File: config.mk
export PLATFORM = sky130hd
export DESIGN_NAME = pbd_ram
export DESIGN_NICKNAME = d
export VERILOG_FILES = /design/src/hdl/pbd_ram.sv
export SDC_FILE = /design/constraint.sdc
export NUM_CORES = 1
export LEC_CHECK = 0
export ABC_AREA = 1
export BUFFER_PORTS_ARGS = -buffer_cell sky130_fd_sc_hd__clkbuf_2
export CAP_MARGIN = 20
export CORE_AREA = 2 2 102 104
export DETAILED_ROUTE_END_ITERATION = 8
export DIE_AREA = 0 0 104 106
export PLACE_DENSITY = 0.77
export SYNTH_ARGS = -nofsm -noshare
export SYNTH_HDL_FRONTEND = slang
export SYNTH_SLANG_ARGS = --single-unit
File: constraint.sdc
create_clock -name clk -period 1.17 [get_ports clk]
set_input_delay 0.0585 -clock clk [delete_from_list [all_inputs] [get_ports clk]]
set_output_delay 0.0585 -clock clk [all_outputs]
set_load 0.01 [all_outputs]
File: src/hdl/pbd_ram.sv
`timescale 1ns / 1ps
module pbd_ram #(
  parameter int DATA_W = 8,
  parameter int DEPTH  = 16
) (
  input  logic                     clk,
  input  logic                     we,
  input  logic [$clog2(DEPTH)-1:0] waddr,
  input  logic [DATA_W-1:0]        wdata,
  input  logic                     re,
  input  logic [$clog2(DEPTH)-1:0] raddr,
  output logic [DATA_W-1:0]        rdata
);

  logic [DATA_W-1:0] mem [DEPTH];

  always_ff @(posedge clk) begin
    if (we) begin
      mem[waddr] <= wdata;
    end
  end

  always_ff @(posedge clk) begin
    if (re) begin
      rdata <= mem[raddr];
    end
  end

endmodule

* Word level (Yosys, flattened, before mapping) *
Memories as Yosys holds them, arrays and structs flattened. A register that Yosys moved wholly into a read port is not among the register bits.
Index checks and enable logic that the tools add are counted.

word-level totals
  flip-flop bits (word level) = 0
  memory bits (writable) = 128
  bits of input ports = 19
  output and inout bits = 8
  word-level logic and storage cells = 3
  memories = 1

memory list
  memory  words  width  read ports  clocked after Yosys merged registers in  write ports  line  RTL
  mem     16     8      1           1                                        1            15    logic [DATA_W-1:0] mem [DEPTH];

cells by class
  mux-type cells = 2

operators by type and width
  operator  count
  $mux 1    2

* Depth between registers and ports, before layout *
Gate-level depths: netlist of run 1.

  depth after elaboration = 2
  depth in mapped cells = 8
  gate-level depth less buffers = 7

* Least setup slack after synthesis of run 1 *
Ideal clock, no wire load.

  kind = input port to flip-flop
  from = input port waddr[2]
  to = memory mem[10][0] (enable)
  library setup time = 0.370 ns
  arrival time = 0.639 ns
  data required time = 0.800 ns
  slack = 0.161 ns
  stages on the path = 2
  path buffers = 0
  path through = nand3b_1 -> nor2_1

RTL lines
  item         line  RTL
  from (decl)  8     input logic [$clog2(DEPTH)-1:0] waddr,
  to (decl)    15

No word-level cell before the write port.

==> flow_summary.ini, run 1 <==
[placed_design]
hpwl_um = 8114
portBuffers = 26
dp_cells = 716
gp_congestion = 0.9248

[synthesis]
synth_warnings = 0
yosysMostFrequentCell = nand2_1
synth.avg_cell_area_sq_um = 10.61
ys_async_sr_fraction = 0
ys.flop_type = edfxtp_1
synth_top_area_cell = edfxtp_1
synth_fp_nets = 570
syn_inst = 551
ys_top_cells_by_area = edfxtp_1 (70%), nand2_1 (11%), nand3_1 (8.3%)
yosysTopAreaCellShare = 0.6985
synth-edff-count = 136
seq_area_frac_synth = 0.6985
synth_common_cells = nand2_1 (173), edfxtp_1 (136), inv_1 (100)
synth_area_sq_mm = 0.005847
ys_ff_latch = 136
synthDistinctLibCells = 11

[power]
clock_power_share = 0.462
peakVddDrop_mv = 0.9780
seqPwrFrac = 0.475
comb_power_share = 0.063
intPower_mw = 9.170
power.switching_mw = 2.457
swShare = 0.2113
p_leak_nw = 3.022
powerDensity_mw_per_mm2 = 1680

[clock_network]
root_buffer = clkbuf_8
h-tree-depth = 4
cts_buffer_depth = 2
cts_tree = done
clk_latency_ps = 520
cts.clk_slew.worst_paths_ps = 60
cts_made_buffers = 17
clock_sinks = 136
cts_setup_buffers = 0

[critical_path]
crit_type = register to register
critPathMaxFanout = 1
critPathLaunchType = register
worstPathRequired_ps = 1440
endpoint_kind = register
cp.arrival_ps = 1430
r2r_slack_ps = 10

[sta]
period_minus_slack_ps = 1158
hold_viol_final = 0
maxSlewHeadroom = 0.5974
fin_crit_sh = 0.9900
drv_slew = 0
clock_skew_ps = 5.126
fin_tns_setup_ps = 0
worst_slew_pin_slew_ps = 603.1
fmax_mhz = 863.3
setup_viol = 0

[route]
routedWlPerCell_um = 17.63
dr.pass1.iters = 8
vias = 4133
detail_route.vias_per_cell = 5.511
wl_um = 13220
detail-route-antenna-nets = 0
drt_iter0_drc = 376
post-route-drc-count = 0

[floorplan]
chipHeight_um = 106
coreArea_sq_mm = 0.01000
start_util = 0.5847
die_area_sq_mm = 0.01102
rows = 37
ios = 27
die_w_um = 104

[layout]
stdcell_count = 750
layout-drive-gt1-share = 0.1547
antenna_cells = 0
fin_nets = 620
multi_input_comb_area_sq_mm = 0.001269
fill_cells = 711
seq_area_sq_mm = 0.004084
area_delta_synth_final_pct = 18.36
fin_util = 0.6921

[flow_run]
cap_violations = 0

[global_routing]
antenna_found_initial = 0
grt_pass1_vias = 4012
overflow = 0
grt_pass1_wl_um = 20440
grt_max_degree = 34
grtUsageTotal = 0.2494

[worst_hold_path]
min_path_type = input port to register

[outcome]
outcome = finished, final reports clean
[flip-flops by register name (all words and copies together), names as in the netlist]
signal,flops
mem,128
rdata,8
[placed cells by master (no fill, tap or decap)]
| cell | count |
|---|---|
| edfxtp_1 | 136 |
| clkinv_4 | 2 |
| nand2_1 | 173 |
| nand3b_1 | 2 |
| clkbuf_8 | 1 |
| clkbuf_2 | 26 |
| bufinv_16 | 4 |
| buf_4 | 22 |
| nand3_1 | 86 |
| clkinv_2 | 4 |
| inv_6 | 1 |
| nor2_1 | 17 |
| dlygate4sd3_1 | 2 |
| clkbuf_16 | 16 |
| buf_12 | 5 |
| inv_2 | 2 |
| inv_1 | 100 |
| clkbuf_1 | 2 |
| clkinv_1 | 1 |
| clkinvlp_4 | 1 |
| nand3_2 | 11 |
[area by class of cell]
class | instances | area share
well taps | 136 | 0.02459
clock inverters | 13 | 0.02567
clock buffers | 19 | 0.06093
flip-flops and latches | 136 | 0.5901
multi-input cells | 289 | 0.1833
repair buffers | 55 | 0.06003
inverters | 102 | 0.05532
[power by group through the flow]
stage | Sequential, mW | Combinational, mW | Clock [mW]
detailed placement | 5.62 | 0.695 | 0
global placement | 5.62 | 0.674 | 0
global route | 5.53 | 0.800 | 5.59
CTS | 5.52 | 0.710 | 5.39
finish | 5.52 | 0.734 | 5.37
floorplan | 5.63 | 0.385 | 0
[logic make-up after synthesis]
kind of cell / Yosys count / synth area share
buffers and inverters: 126 / 0.09394
DFF: 136 / 0.6985
and+or+nand+nor: 289 / 0.2076
[critical path, cell delays in order (launching register included)]
cell and delay [ps]:
edfxtp_1 360, nand2_1 110, nand2_1 80, nand2_1 80, nand3_1 100, nand3_1 120
nand2_1 70
[timing repair]
item / 4_1_cts / 5_1_grt
gates resized for setup: 0 / 11
endpoints found under the setup margin: 0 / 6
hold buffers: 2 / 0
hold endpoints to repair: 9 / 0
[metal layers]
metal / GRT usage / routed length (um) / part of all wire / vias up
met2: 0.4027 / 6518 / 0.49 / 235
met5: 0 / 0 / 0 / -
met3: 0.05150 / 1191 / 0.090 / 35
met1: 0.3355 / 5225 / 0.40 / 1977
li1: - / - / - / 1886
met4: 0.1004 / 284 / 0.021 / 0
[stage by stage]
step	cell area, sq um	hold slack, ps	total power, mW	setup slack [ps]
2_1_floorplan	5847	157.4	6.012	160.7
3_3_place_gp	6246	435.2	6.293	-89.80
3_5_place_dp	6246	448.6	6.318	-125.6
4_1_cts	6865	43.11	11.62	18.19
5_1_grt	6920	64.74	11.92	-29.31
6_report	6920	35.71	11.63	11.71
[worst paths after layout]
kind / startpoint / cells past startpoint / end
setup / recovery: mem[7][7]$_DFFE_PP_ / 6 / rdata[7]$_DFFE_PP_
hold / removal: wdata[7] / 1 / mem[3][7]$_DFFE_PP_
setup reg to reg: mem[7][7]$_DFFE_PP_ / 6 / rdata[7]$_DFFE_PP_
hold reg to reg: mem[14][4]$_DFFE_PP_ / 6 / rdata[4]$_DFFE_PP_
Note: power is estimated with default switching activity, not from simulation.
==> run 2: changes to the inputs <==
Settings changed: RECOVER_POWER set to 25.
==> run 2 against run 1 <==
  * Final cell count unchanged
  * Clock power hardly changed
  * Total power barely moved
  * First-iteration DRC count decreased by 0.27%
  * Clock skew hardly changed
  * Via count is 0.48% lower
==> flow_summary.ini, run 2 (same netlist as run 1, synthesis figures left out) <==
[outcome]
outcome = finished, final reports clean

[critical_path]
endpoint_kind = register
worstPathRequired_ps = 1440
critPathMaxFanout = 1
critPathLaunchType = register
r2r_slack_ps = 10
cp.arrival_ps = 1430
crit-reg2reg-launch = mem[7][7]$_DFFE_PP_
crit_type = register to register
reg2reg_depth = 6
rr_endpoint = rdata[7]$_DFFE_PP_
critPathLaunch = mem[7][7]$_DFFE_PP_

[layout]
layout-drive-gt1-share = 0.1450
stdcell_area_sq_mm = 0.006913
largest_reg_flops = 128
fin_nets = 620
stdcell_count = 750
final_cell_mix = nand2_1 (173), edfxtp_1 (136), inv_1 (100)
top_regs = mem (128), rdata (8)
area_delta_synth_final_pct = 18.23
antenna_cells = 0
largest-register = mem
final_common_cell = nand2_1

[placed_design]
dp_cells = 716
gp_congestion = 0.9248
portBuffers = 26
dpl_cell_area_sq_mm = 0.006246
hpwl_um = 8114

[route]
wl_um = 13240
dr.pass1.iters = 7
drt_iter0_drc = 375
detail-route-antenna-nets = 0
post-route-drc-count = 0
routedWlPerCell_um = 17.65
detail_route.vias_per_cell = 5.484
vias = 4113

[clock_network]
cts.clk_slew.worst_paths_ps = 60
cts_buffer_depth = 2
clk_latency_ps = 520
root_buffer = clkbuf_8
clock_sinks = 136
cts_made_buffers = 17
cts_tree = done
h-tree-depth = 4

[sta]
maxSlewHeadroom = 0.4250
drv_slew = 0
fin_crit_sh = 0.9910
setup_viol = 0
worst_slew_pin_slew_ps = 862.6
clock_skew_ps = 5.600
period_minus_slack_ps = 1159
fmax_mhz = 862.5
hold_viol_final = 0

[floorplan]
die_w_um = 104
coreArea_sq_mm = 0.01000
start_util = 0.5847
die_area_sq_mm = 0.01102
ios = 27
chipHeight_um = 106
rows = 37

[power]
peakVddDrop_mv = 0.9780
powerDensity_mw_per_mm2 = 1682
p_leak_nw = 3.004

[global_routing]
grtUsageTotal = 0.2494
antenna_found_initial = 0
grt_pass1_wl_um = 20440
grt_max_degree = 34
grt_pass1_vias = 4012
overflow = 0

[worst_hold_path]
hold_depth = 1
min_to = mem[7][0]$_DFFE_PP_
min-delay-start = wdata[0]
min_path_type = input port to register

[flow_run]
cap_violations = 0
run 2: changes by cell type in the layout (fill, tap and decap cells not counted):
cell      delta
clkbuf_1     +6
clkbuf_2     -6
run 2: area by class of cell:
type	instances	area [sq um]
inverters	102	382.9
clock buffers	19	421.7
fillers	714	3087
flip-flops and latches	136	4084
clock inverters	13	177.7
multi-input cells	289	1269
repair buffers	55	407.9
well taps	136	170.2
run 2: how the worst max path moves through the flow:
stage                                 endpoint  cells after the start
after floorplan           mem[10][0]$_DFFE_PP_                      2
after global placement      rdata[4]$_DFFE_PP_                      6
after detailed placement    rdata[4]$_DFFE_PP_                      6
after CTS                             rdata[1]                      1
after global routing        rdata[3]$_DFFE_PP_                      6
final                       rdata[7]$_DFFE_PP_                      6
run 2: timing repair:
item / CTS / global route
hold buffers: 2 / 0
resized for setup: 0 / 11
setup buffers: 0 / 0
setup endpoints to repair: 0 / 6
endpoints found under the hold margin: 9 / 0
run 2: metrics by stage:
stage	hold slack [ps]	setup WS (ps)	utilization	power [mW]	TNS, ps
global placement	435.2	-89.80	0.6246	6.293	-480.4
finish	62.68	10.52	0.6913	11.63	0
detailed placement	448.6	-125.6	0.6246	6.318	-718.6
global route	97.17	-29.31	0.6913	11.92	-66.37
CTS	43.11	18.19	0.6866	11.62	0
floorplan	157.4	160.7	-	6.012	0
run 2: critical path: stages, from the launching register on:
cell and delay (ps):
edfxtp_1 360, nand2_1 110, nand2_1 80, nand2_1 80, nand3_1 100, nand3_1 120, nand2_1 70
run 2: power by group:
part | internal [mW] | total (mW) | switching (mW)
logic | 0.228 | 0.731 | 0.503
clock network | 3.45 | 5.37 | 1.93
registers | 5.49 | 5.52 | 0.0316
total | 9.17 | 11.6 | 2.46
run 2: routing by layer:
metal	share of wire	GRT usage	wire [um]	vias to the layer above
met5	0	0	0	-
met4	0.019	0.1004	248	0
met3	0.086	0.05150	1133	29
met2	0.49	0.4027	6542	225
met1	0.40	0.3355	5311	1974
li1	-	-	-	1885
